<file path="config.mk">
export PLATFORM = sky130hd
export DESIGN_NAME = polyline_segment_resampler
export DESIGN_NICKNAME = d
export VERILOG_FILES = /design/src/rtl/core/psr_pkg.sv /design/src/rtl/core/psr_sqrt.sv /design/src/rtl/core/psr_div.sv /design/src/rtl/core/polyline_segment_resampler.sv
export SDC_FILE = /design/constraint.sdc
export NUM_CORES = 2
export LEC_CHECK = 0
export BUFFER_PORTS_ARGS = -buffer_cell sky130_fd_sc_hd__buf_2
export CORE_MARGIN = 2
export CORE_UTILIZATION = 65
export CTS_CLUSTER_DIAMETER = 30
export DETAILED_ROUTE_END_ITERATION = 8
export PLACE_DENSITY = 0.8
export SYNTH_ARGS = -nofsm -noshare
export SYNTH_HDL_FRONTEND = slang
export SYNTH_SLANG_ARGS = --single-unit
</file>
<file path="constraint.sdc">
create_clock -name i_clk -period 13.8 [get_ports i_clk]
set_input_delay 0.69 -clock i_clk [delete_from_list [all_inputs] [get_ports i_clk]]
set_output_delay 0.69 -clock i_clk [all_outputs]
set_load 0.02 [all_outputs]
</file>
<file path="src/rtl/core/psr_pkg.sv">
`timescale 1ns / 1ps
// ----------------------------------------------------------------------------
// psr_pkg
// Shared types and constants for the polyline segment resampler.
// ----------------------------------------------------------------------------
package psr_pkg;

    localparam int unsigned COORD_W   = 32;
    localparam int unsigned LEN_W     = 31;
    localparam int unsigned MAG_W     = 33;          // |coordinate difference|
    localparam int unsigned SQ_W      = 2 * MAG_W;   // dx^2 + dy^2
    localparam int unsigned ROOT_W    = 33;          // floor sqrt of SQ_W bits
    localparam int unsigned STEP_CNT_W = 6;          // counts 33 iterations
    localparam logic [STEP_CNT_W-1:0] SQRT_LAST = 6'd32;
    localparam logic [STEP_CNT_W-1:0] DIV_LAST  = 6'd32;
    localparam logic [LEN_W-1:0] LEN_RESET = 31'd65536;

    // Input commands
    localparam logic CMD_SEED   = 1'b0;
    localparam logic CMD_VERTEX = 1'b1;

    // Input item
    typedef struct packed {
        logic                      command;
        logic signed [COORD_W-1:0] in_x;
        logic signed [COORD_W-1:0] in_y;
    } t_in;

    // Result item
    typedef struct packed {
        logic signed [COORD_W-1:0] out_x;
        logic signed [COORD_W-1:0] out_y;
        logic                      run_last;
    } t_out;

    // Sequencer states
    typedef enum logic [3:0] {
        ST_IDLE,
        ST_MUL_X,
        ST_MUL_Y,
        ST_MUL_M,
        ST_TEST,
        ST_SQRT,
        ST_SEARCH,
        ST_DIV,
        ST_EMIT
    } t_state;

endpackage

</file>
<file path="src/rtl/core/psr_sqrt.sv">
`timescale 1ns / 1ps
// ----------------------------------------------------------------------------
// psr_sqrt
// Iterative integer square root, two radicand bits per cycle.
// ----------------------------------------------------------------------------
module psr_sqrt (
    input  logic                            i_clk,
    input  logic                            i_rst_n,
    input  logic                            i_start,
    input  logic [psr_pkg::SQ_W-1:0]        i_radicand,
    output logic                            o_done,
    output logic [psr_pkg::ROOT_W-1:0]      o_root,
    output logic                            o_exact
);
    logic [psr_pkg::SQ_W-1:0]           r_x;
    logic [psr_pkg::ROOT_W:0]           r_rem;
    logic [psr_pkg::ROOT_W-1:0]         r_root;
    logic [psr_pkg::STEP_CNT_W-1:0]     r_cnt;
    logic                               r_busy;
    logic                               r_done;
    logic [psr_pkg::ROOT_W+2:0]         w_shift;
    logic [psr_pkg::ROOT_W+2:0]         w_trial;
    logic                               w_fit;

    // One root bit per step
    assign w_shift = {r_rem, r_x[psr_pkg::SQ_W-1 -: 2]};
    assign w_trial = {1'b0, r_root, 2'b01};
    assign w_fit   = (w_shift >= w_trial);

    always_ff @(posedge i_clk) begin
        if (!i_rst_n) begin
            r_busy <= 1'b0;
            r_done <= 1'b0;
            r_cnt  <= '0;
        end else begin
            r_done <= 1'b0;
            if (i_start) begin
                r_busy <= 1'b1;
                r_cnt  <= '0;
            end else if (r_busy) begin
                r_cnt <= r_cnt + 1'b1;
                if (r_cnt == psr_pkg::SQRT_LAST) begin
                    r_busy <= 1'b0;
                    r_done <= 1'b1;
                end
            end
        end
    end

    always_ff @(posedge i_clk) begin
        if (i_start) begin
            r_x    <= i_radicand;
            r_rem  <= '0;
            r_root <= '0;
        end else if (r_busy) begin
            r_x <= {r_x[psr_pkg::SQ_W-3:0], 2'b00};
            if (w_fit) begin
                r_rem  <= (psr_pkg::ROOT_W+1)'(w_shift - w_trial);
                r_root <= {r_root[psr_pkg::ROOT_W-2:0], 1'b1};
            end else begin
                r_rem  <= w_shift[psr_pkg::ROOT_W:0];
                r_root <= {r_root[psr_pkg::ROOT_W-2:0], 1'b0};
            end
        end
    end

    assign o_done  = r_done;
    assign o_root  = r_root;
    assign o_exact = (r_rem == '0);

endmodule

</file>
<file path="src/rtl/core/psr_div.sv">
`timescale 1ns / 1ps
// ----------------------------------------------------------------------------
// psr_div
// Two-lane restoring divider: both magnitudes by the same small step count.
// ----------------------------------------------------------------------------
module psr_div #(
    parameter int unsigned NW = 7
) (
    input  logic                          i_clk,
    input  logic                          i_rst_n,
    input  logic                          i_start,
    input  logic [psr_pkg::MAG_W-1:0]     i_num_x,
    input  logic [psr_pkg::MAG_W-1:0]     i_num_y,
    input  logic [NW-1:0]                 i_den,
    output logic                          o_done,
    output logic [psr_pkg::MAG_W-1:0]     o_quo_x,
    output logic [psr_pkg::MAG_W-1:0]     o_quo_y,
    output logic [NW-1:0]                 o_rem_x,
    output logic [NW-1:0]                 o_rem_y
);
    logic [psr_pkg::MAG_W-1:0]        r_ax, r_ay;
    logic [NW-1:0]                    r_rx, r_ry, r_den;
    logic [psr_pkg::STEP_CNT_W-1:0]   r_cnt;
    logic                             r_busy;
    logic                             r_done;
    logic [NW:0]                      w_tx, w_ty;
    logic                             w_fx, w_fy;

    // Shift in one dividend bit per lane and test
    assign w_tx = {r_rx, r_ax[psr_pkg::MAG_W-1]};
    assign w_ty = {r_ry, r_ay[psr_pkg::MAG_W-1]};
    assign w_fx = (w_tx >= {1'b0, r_den});
    assign w_fy = (w_ty >= {1'b0, r_den});

    always_ff @(posedge i_clk) begin
        if (!i_rst_n) begin
            r_busy <= 1'b0;
            r_done <= 1'b0;
            r_cnt  <= '0;
        end else begin
            r_done <= 1'b0;
            if (i_start) begin
                r_busy <= 1'b1;
                r_cnt  <= '0;
            end else if (r_busy) begin
                r_cnt <= r_cnt + 1'b1;
                if (r_cnt == psr_pkg::DIV_LAST) begin
                    r_busy <= 1'b0;
                    r_done <= 1'b1;
                end
            end
        end
    end

    always_ff @(posedge i_clk) begin
        if (i_start) begin
            r_ax  <= i_num_x;
            r_ay  <= i_num_y;
            r_rx  <= '0;
            r_ry  <= '0;
            r_den <= i_den;
        end else if (r_busy) begin
            r_ax <= {r_ax[psr_pkg::MAG_W-2:0], w_fx};
            r_ay <= {r_ay[psr_pkg::MAG_W-2:0], w_fy};
            r_rx <= w_fx ? NW'(w_tx - {1'b0, r_den}) : w_tx[NW-1:0];
            r_ry <= w_fy ? NW'(w_ty - {1'b0, r_den}) : w_ty[NW-1:0];
        end
    end

    assign o_done  = r_done;
    assign o_quo_x = r_ax;
    assign o_quo_y = r_ay;
    assign o_rem_x = r_rx;
    assign o_rem_y = r_ry;

endmodule

</file>
<file path="src/rtl/core/polyline_segment_resampler.sv">
`timescale 1ns / 1ps
// ----------------------------------------------------------------------------
// polyline_segment_resampler
// Splits each incoming polyline edge into evenly spaced output points.
// ----------------------------------------------------------------------------
// One vertex is taken at a time. After a vertex is accepted, the one shared
// 33x33 multiplier forms the squared length and m*m (three products), then
// comes the drop test; a dropped vertex ends there. Then follow the square
// root (two radicand bits per cycle), the search for the point count n (one
// add of 2*m per try), the per-axis division by n, and the emitted points,
// one per cycle when the output is not stalled. The last point is held in
// the output register, so the next vertex is accepted while it waits.
module polyline_segment_resampler #(
    parameter int unsigned MAX_STEPS = 64
) (
    input  logic                    i_clk,
    input  logic                    i_rst_n,
    input  logic                    i_in_valid,
    output logic                    o_in_ready,
    input  psr_pkg::t_in            i_in,
    output logic                    o_out_valid,
    input  logic                    i_out_ready,
    output psr_pkg::t_out           o_out,
    input  logic                    i_cfg_we,
    input  logic [psr_pkg::LEN_W-1:0] i_cfg_data
);
    localparam int unsigned NW = $clog2(MAX_STEPS + 1);
    localparam int unsigned RW = psr_pkg::LEN_W + 1 + NW;
    localparam int unsigned CW = (RW > psr_pkg::ROOT_W + 1) ? RW : psr_pkg::ROOT_W + 1;
    localparam int unsigned MW = psr_pkg::MAG_W;

    psr_pkg::t_state r_state, n_state;

    logic [psr_pkg::LEN_W-1:0]     r_len;
    logic [psr_pkg::COORD_W-1:0]   r_px, r_py, r_vx, r_vy;
    logic [MW-1:0]                 r_mx, r_my;
    logic                          r_sx, r_sy;
    logic [psr_pkg::SQ_W-1:0]      r_sq;
    logic [2*psr_pkg::LEN_W-1:0]   r_mm;
    logic [psr_pkg::ROOT_W:0]      r_root;
    logic [RW-1:0]                 r_reach;
    logic [NW-1:0]                 r_n, r_k;
    logic [MW-1:0]                 r_qdx, r_qdy, r_qx, r_qy;
    logic [NW-1:0]                 r_rdx, r_rdy, r_rx, r_ry;
    logic                          r_out_valid;
    psr_pkg::t_out                 r_out;

    logic                          w_accept;
    logic [MW-1:0]                 w_ma, w_mb;
    logic [psr_pkg::SQ_W-1:0]      w_prod;
    logic [psr_pkg::SQ_W+6:0]      w_sq100;
    logic                          w_drop;
    logic                          w_found;
    logic                          w_load;
    logic                          w_last;
    logic                          w_sqrt_start, w_sqrt_done, w_sqrt_exact;
    logic [psr_pkg::ROOT_W-1:0]    w_sqrt_root;
    logic                          w_div_start, w_div_done;
    logic [MW-1:0]                 w_quo_x, w_quo_y;
    logic [NW-1:0]                 w_rem_x, w_rem_y;
    logic [MW-1:0]                 w_nqx, w_nqy;
    logic [NW:0]                   w_tx, w_ty;
    logic [MW-1:0]                 w_px_ext, w_py_ext, w_ox, w_oy;
    logic signed [MW-1:0]          w_dx, w_dy;

    assign w_accept = i_in_valid && o_in_ready;

    // Coordinate differences against the previous point
    assign w_dx = $signed({i_in.in_x[psr_pkg::COORD_W-1], i_in.in_x})
                - $signed({r_px[psr_pkg::COORD_W-1], r_px});
    assign w_dy = $signed({i_in.in_y[psr_pkg::COORD_W-1], i_in.in_y})
                - $signed({r_py[psr_pkg::COORD_W-1], r_py});

    // Shared multiplier
    always_comb begin
        case (r_state)
            psr_pkg::ST_MUL_X: begin
                w_ma = r_mx;
                w_mb = r_mx;
            end
            psr_pkg::ST_MUL_Y: begin
                w_ma = r_my;
                w_mb = r_my;
            end
            default: begin
                w_ma = {2'b00, r_len};
                w_mb = {2'b00, r_len};
            end
        endcase
    end
    assign w_prod = w_ma * w_mb;

    // Drop test: 100*S < m*m
    assign w_sq100 = {r_sq, 6'd0} + {1'b0, r_sq, 5'd0} + {4'd0, r_sq, 2'd0};
    assign w_drop  = (w_sq100 < (psr_pkg::SQ_W+7)'(r_mm));

    // Point count search
    assign w_found = (CW'(r_reach) >= CW'(r_root)) || (r_n == NW'(MAX_STEPS));

    // Point emission
    assign w_load = (r_state == psr_pkg::ST_EMIT) && (!r_out_valid || i_out_ready);
    assign w_last = (r_k == NW'(r_n - 1'b1));

    // Next state
    always_comb begin
        n_state = r_state;
        unique case (r_state)
            psr_pkg::ST_IDLE: begin
                if (w_accept && (i_in.command == psr_pkg::CMD_VERTEX)) begin
                    n_state = psr_pkg::ST_MUL_X;
                end
            end
            psr_pkg::ST_MUL_X:  n_state = psr_pkg::ST_MUL_Y;
            psr_pkg::ST_MUL_Y:  n_state = psr_pkg::ST_MUL_M;
            psr_pkg::ST_MUL_M:  n_state = psr_pkg::ST_TEST;
            psr_pkg::ST_TEST:   n_state = w_drop ? psr_pkg::ST_IDLE : psr_pkg::ST_SQRT;
            psr_pkg::ST_SQRT: begin
                if (w_sqrt_done) n_state = psr_pkg::ST_SEARCH;
            end
            psr_pkg::ST_SEARCH: begin
                if (w_found) n_state = psr_pkg::ST_DIV;
            end
            psr_pkg::ST_DIV: begin
                if (w_div_done) n_state = psr_pkg::ST_EMIT;
            end
            psr_pkg::ST_EMIT: begin
                if (w_load && w_last) n_state = psr_pkg::ST_IDLE;
            end
            default:            n_state = psr_pkg::ST_IDLE;
        endcase
    end

    // Sequencer outputs
    always_comb begin
        o_in_ready   = 1'b0;
        w_sqrt_start = 1'b0;
        w_div_start  = 1'b0;
        unique case (r_state)
            psr_pkg::ST_IDLE:   o_in_ready   = 1'b1;
            psr_pkg::ST_TEST:   w_sqrt_start = !w_drop;
            psr_pkg::ST_SEARCH: w_div_start  = w_found;
            default: ;
        endcase
    end

    always_ff @(posedge i_clk) begin
        if (!i_rst_n) begin
            r_state <= psr_pkg::ST_IDLE;
        end else begin
            r_state <= n_state;
        end
    end

    // Configuration register
    always_ff @(posedge i_clk) begin
        if (!i_rst_n) begin
            r_len <= psr_pkg::LEN_RESET;
        end else if (i_cfg_we) begin
            r_len <= i_cfg_data;
        end
    end

    // Previous point: loaded by a seed, or when the last point enters the output register
    always_ff @(posedge i_clk) begin
        if (!i_rst_n) begin
            r_px <= '0;
            r_py <= '0;
        end else if (w_accept && (i_in.command == psr_pkg::CMD_SEED)) begin
            r_px <= i_in.in_x;
            r_py <= i_in.in_y;
        end else if (w_load && w_last) begin
            r_px <= r_vx;
            r_py <= r_vy;
        end
    end

    // Datapath registers
    always_ff @(posedge i_clk) begin
        if (w_accept) begin
            r_vx <= i_in.in_x;
            r_vy <= i_in.in_y;
            r_sx <= w_dx[MW-1];
            r_sy <= w_dy[MW-1];
            r_mx <= w_dx[MW-1] ? MW'(-w_dx) : MW'(w_dx);
            r_my <= w_dy[MW-1] ? MW'(-w_dy) : MW'(w_dy);
        end
        case (r_state)
            psr_pkg::ST_MUL_X: r_sq <= w_prod;
            psr_pkg::ST_MUL_Y: r_sq <= r_sq + w_prod;
            psr_pkg::ST_MUL_M: r_mm <= w_prod[2*psr_pkg::LEN_W-1:0];
            default: ;
        endcase
        if (w_sqrt_start) begin
            r_n     <= NW'(1);
            r_reach <= RW'({r_len, 1'b0});
        end
        if (w_sqrt_done) begin
            r_root <= {1'b0, w_sqrt_root} + {{psr_pkg::ROOT_W{1'b0}}, !w_sqrt_exact};
        end
        if (r_state == psr_pkg::ST_SEARCH && !w_found) begin
            r_n     <= r_n + 1'b1;
            r_reach <= r_reach + RW'({r_len, 1'b0});
        end
        if (w_div_done) begin
            r_qdx <= w_quo_x;
            r_qdy <= w_quo_y;
            r_rdx <= w_rem_x;
            r_rdy <= w_rem_y;
            r_qx  <= '0;
            r_qy  <= '0;
            r_rx  <= r_n >> 1;
            r_ry  <= r_n >> 1;
            r_k   <= '0;
        end
        if (w_load) begin
            r_qx <= w_nqx;
            r_qy <= w_nqy;
            r_rx <= (w_tx >= {1'b0, r_n}) ? NW'(w_tx - {1'b0, r_n}) : w_tx[NW-1:0];
            r_ry <= (w_ty >= {1'b0, r_n}) ? NW'(w_ty - {1'b0, r_n}) : w_ty[NW-1:0];
            r_k  <= r_k + 1'b1;
            r_out.out_x    <= w_ox[psr_pkg::COORD_W-1:0];
            r_out.out_y    <= w_oy[psr_pkg::COORD_W-1:0];
            r_out.run_last <= w_last;
        end
    end

    // Running quotient of |d|*(k+1) + n/2 over n, one step per point
    assign w_tx  = {1'b0, r_rx} + {1'b0, r_rdx};
    assign w_ty  = {1'b0, r_ry} + {1'b0, r_rdy};
    assign w_nqx = r_qx + r_qdx + MW'(w_tx >= {1'b0, r_n});
    assign w_nqy = r_qy + r_qdy + MW'(w_ty >= {1'b0, r_n});

    assign w_px_ext = {r_px[psr_pkg::COORD_W-1], r_px};
    assign w_py_ext = {r_py[psr_pkg::COORD_W-1], r_py};
    assign w_ox     = r_sx ? (w_px_ext - w_nqx) : (w_px_ext + w_nqx);
    assign w_oy     = r_sy ? (w_py_ext - w_nqy) : (w_py_ext + w_nqy);

    // Output register
    always_ff @(posedge i_clk) begin
        if (!i_rst_n) begin
            r_out_valid <= 1'b0;
        end else if (w_load) begin
            r_out_valid <= 1'b1;
        end else if (i_out_ready) begin
            r_out_valid <= 1'b0;
        end
    end

    assign o_out_valid = r_out_valid;
    assign o_out       = r_out;

    psr_sqrt u_sqrt (
        .i_clk      (i_clk),
        .i_rst_n    (i_rst_n),
        .i_start    (w_sqrt_start),
        .i_radicand (r_sq),
        .o_done     (w_sqrt_done),
        .o_root     (w_sqrt_root),
        .o_exact    (w_sqrt_exact)
    );

    psr_div #(
        .NW (NW)
    ) u_div (
        .i_clk   (i_clk),
        .i_rst_n (i_rst_n),
        .i_start (w_div_start),
        .i_num_x (r_mx),
        .i_num_y (r_my),
        .i_den   (r_n),
        .o_done  (w_div_done),
        .o_quo_x (w_quo_x),
        .o_quo_y (w_quo_y),
        .o_rem_x (w_rem_x),
        .o_rem_y (w_rem_y)
    );

`ifndef ASSERT_OFF
    // Point index stays below the point count while emitting
    a_k_range: assert property (@(posedge i_clk) disable iff (!i_rst_n)
        (r_state == psr_pkg::ST_EMIT) |-> (r_k < r_n))
        else $error("point index past point count");

    // Point count is within 1..MAX_STEPS once chosen
    a_n_range: assert property (@(posedge i_clk) disable iff (!i_rst_n)
        (r_state == psr_pkg::ST_EMIT) |-> (r_n >= NW'(1) && r_n <= NW'(MAX_STEPS)))
        else $error("point count out of range");

    // Root unit finishes only while the sequencer waits for it
    a_sqrt_done: assert property (@(posedge i_clk) disable iff (!i_rst_n)
        w_sqrt_done |-> (r_state == psr_pkg::ST_SQRT))
        else $error("unexpected square root completion");

    // Divider finishes only while the sequencer waits for it
    a_div_done: assert property (@(posedge i_clk) disable iff (!i_rst_n)
        w_div_done |-> (r_state == psr_pkg::ST_DIV))
        else $error("unexpected divider completion");
`endif

endmodule

</file>
==> results.yml <==
floorplanning:
  initial_core_util: 0.653
  rows: 138
  die-area_um2: 145000
  core_um2: 141000
  die_w_um: 381
  pin_count: 168
  dieHeight_um: 381
layout:
  multi_input_area_um2: 60400
  regArea_um2: 25100
  nFillCells: 10200
  drive_above_1_share: 0.0849
  final_nets: 11600
  area_delta_synth_final_pct: 11.2
clocking:
  numCtsBuffers: 208
  clkLatencyLatePin_ns: 0.87
  cts.sinks: 902
  cts_setup_buffers: 0
  clk_pin_slew_ns: 0.05
  cts_tree: "built"
  cts_max_path_buffers: 3
  cts_max_level: 4
  cts-root-buf: "clkbuf_16"
yosys:
  synth_top_area_frac: 0.229
  synth_area_leaders: "edfxtp_1 23%, fa_1 20%, ha_1 11%"
  yosys.area_share.xor_xnor: 0.0595
  yosys-top-cells-count: "1477 x inv_1, 937 x fa_1, 808 x nand2_1"
  synth.area.mux_share: 0.0341
  synth_top_family_by_area: "adder cells"
  netlist_area_um2: 92300
  syn_avg_cell_area_um2: 9.67
  synth_compound_area_frac: 0.131
  ys_seq_elements: 902
  ys_seq_area_frac: 0.272
  synth_fa_ha_area_frac: 0.312
  yosys.area_share.simple: 0.116
  synth_cell_types: 118
  synth_cells: 9542
  ys.flop_type: "edfxtp_1"
  synth_top_area_cell: "edfxtp_1"
  ys.warnings.count: 0
  yosysMostFrequentCell: "inv_1"
  async_flop_share: 0
  synth_edf_count: 705
timing:
  finalCritPeriodShare: 0.959
  setup_tns_ns: 0
  hold_violations: 0
  rsz0062_at_grt: "false"
  slew-limit-headroom: 0.155
  fmax_mhz: 75.6
  tightest_slew_ns: 1.25
  maxSlewViolCount: 0
  final.setup_skew_ns: 0.115
  min_period_ns: 13.24
  setup_viol: 0
setup_path:
  critPathMaxStageDelay_ns: 0.78
  cp_slowest_cell: "nand2_1"
  critical_path_class: "flop to flop"
  cp_max_fo: 35
  startpoint_type: "flop"
  critPathMostFrequentCell: "fa_1"
  critical_path_arrival_ns: 13.80
  required_ns: 14.36
  crit_path_end_kind: "flop"
drt:
  detail_route.wl_per_cell_um: 23.0
  drc: 0
  avgViaCountPerCell: 6.14
  ant_nets: 0
  drtPass1Iterations: 8
  first_iter_violations: 6858
  vias: 72500
  drt-total-wl_mm: 271
global_routing:
  grt_start_max_net_pins: 90
  antenna_found_initial: 16
  grt_pass1_vias: 74500
  grt_pass1_wl_mm: 420
  grt_overflow_total: 0
  grt_util_all_layers: 0.373
run_status:
  status: "finished, final reports clean"
job:
  cap_violations: 0
placed_design:
  routabilityCongestion: 1.02
  portBuffers: 167
  dp_hpwl_mm: 210
hold_path:
  hp-class: "primary input to flop"
==> worst max-delay path, delay by kind of cell, from the launching register on <==
kind / cells / cell delay, ns
xor+xnor: 2 / 0.42
flops: 1 / 0.53
fa+ha+maj: 10 / 4.78
buf+inv: 7 / 0.86
compound gates: 20 / 4.92
simple gates: 3 / 1.46
==> final cells by class <==
cell class,count,share of cell area
Antenna cell,5,0.000122
Clock buffer,233,0.0524
Clock inverter,161,0.0196
Inverter,1488,0.0545
Multi-Input combinational cell,6834,0.588
Sequential cell,902,0.245
Tap cell,1890,0.0230
Timing Repair Buffer,286,0.0172
==> cell usage in the layout, fill, tap and decap left out, types with 67 or more instances in the layout <==
master / synthesis / layout
a31oi_1: 84 / 83
a211oi_1: 84 / 84
xnor2_1: 399 / 399
a21o_1: 242 / 242
ha_1: 801 / 801
fa_1: 937 / 937
a21oi_1: 503 / 503
o21a_1: 67 / 67
nand2_1: 808 / 805
nand3_1: 102 / 102
o21ai_0: 302 / 302
nor2_1: 783 / 782
mux2_2: 81 / 81
inv_1: 1477 / 1475
nand4_1: 92 / 92
dfxtp_1: 197 / 194
o211a_1: 73 / 73
nor2b_1: 96 / 96
nor3_1: 110 / 110
buf_4: 1 / 110
clkbuf_16: 0 / 208
xor2_1: 217 / 217
mux2i_1: 151 / 151
buf_2: 12 / 166
edfxtp_1: 705 / 705
and2_1: 69 / 68
==> worst paths after layout <==
path / from / end / slack [ns] / depth (start not counted)
min reg2reg: u_div.o_quo_x[20] / r_qdx[20] / 0.41 / 0
min: i_in[13] / r_vy[13] / 0.05 / 1
max: r_state[1] / r_sq[62] / 0.56 / 42
max reg2reg: r_state[1] / r_sq[62] / 0.56 / 42
==> registers in the layout, indices dropped and copies added, names as in the netlist, 33 cells and up <==
register       flops
o_out             65
u_div.o_quo_y     33
u_sqrt.o_root     33
r_mx              33
u_div.o_quo_x     33
r_sq              66
r_reach           38
r_mm              61
u_sqrt.r_x        66
u_sqrt.r_rem      34
r_my              33
r_root            34
==> cells by family (layout without fill, tap and decap cells) <==
family / after synthesis / after routing
adder cells (fa/ha/maj): 1738 / 1738
other: 1 / 9
buffers and inverters: 1809 / 2168
multiplexers: 296 / 296
flip-flops: 902 / 902
AND/OR/NAND/NOR: 2359 / 2359
AO/OA/AOI/OAI: 1816 / 1816
XOR/XNOR: 621 / 621
==> metal layers <==
metal,up-vias,track usage,part of all wire
met5,-,0,0.00023
met1,35400,0.495,0.40
met4,8,0.174,0.050
li1,32700,-,-
met2,3621,0.582,0.45
met3,766,0.0869,0.10
==> repair_timing <==
action                     CTS  global route
hold endpoints to repair     8             0
hold buffers                 8             0
resized for setup            0             1
setup endpoints to repair    0             1
==> through the flow <==
step,instance area [µm²],util,std cells,hold slack [ns],worst slack (ns)
5_1_grt,103000,0.727,11800,0.0309,0.0134
3_5_place_dp,95100,0.674,11400,0.429,0.887
2_1_floorplan,92300,-,9545,0.420,1.94
4_1_cts,103000,0.726,11800,0.000843,0.767
6_report,103000,0.727,11800,0.0452,0.565
3_3_place_gp,95100,0.674,11400,0.424,1.14
Power is not shown: default switching activity piles up to over one toggle a cycle in this logic, so the estimate is an artifact.
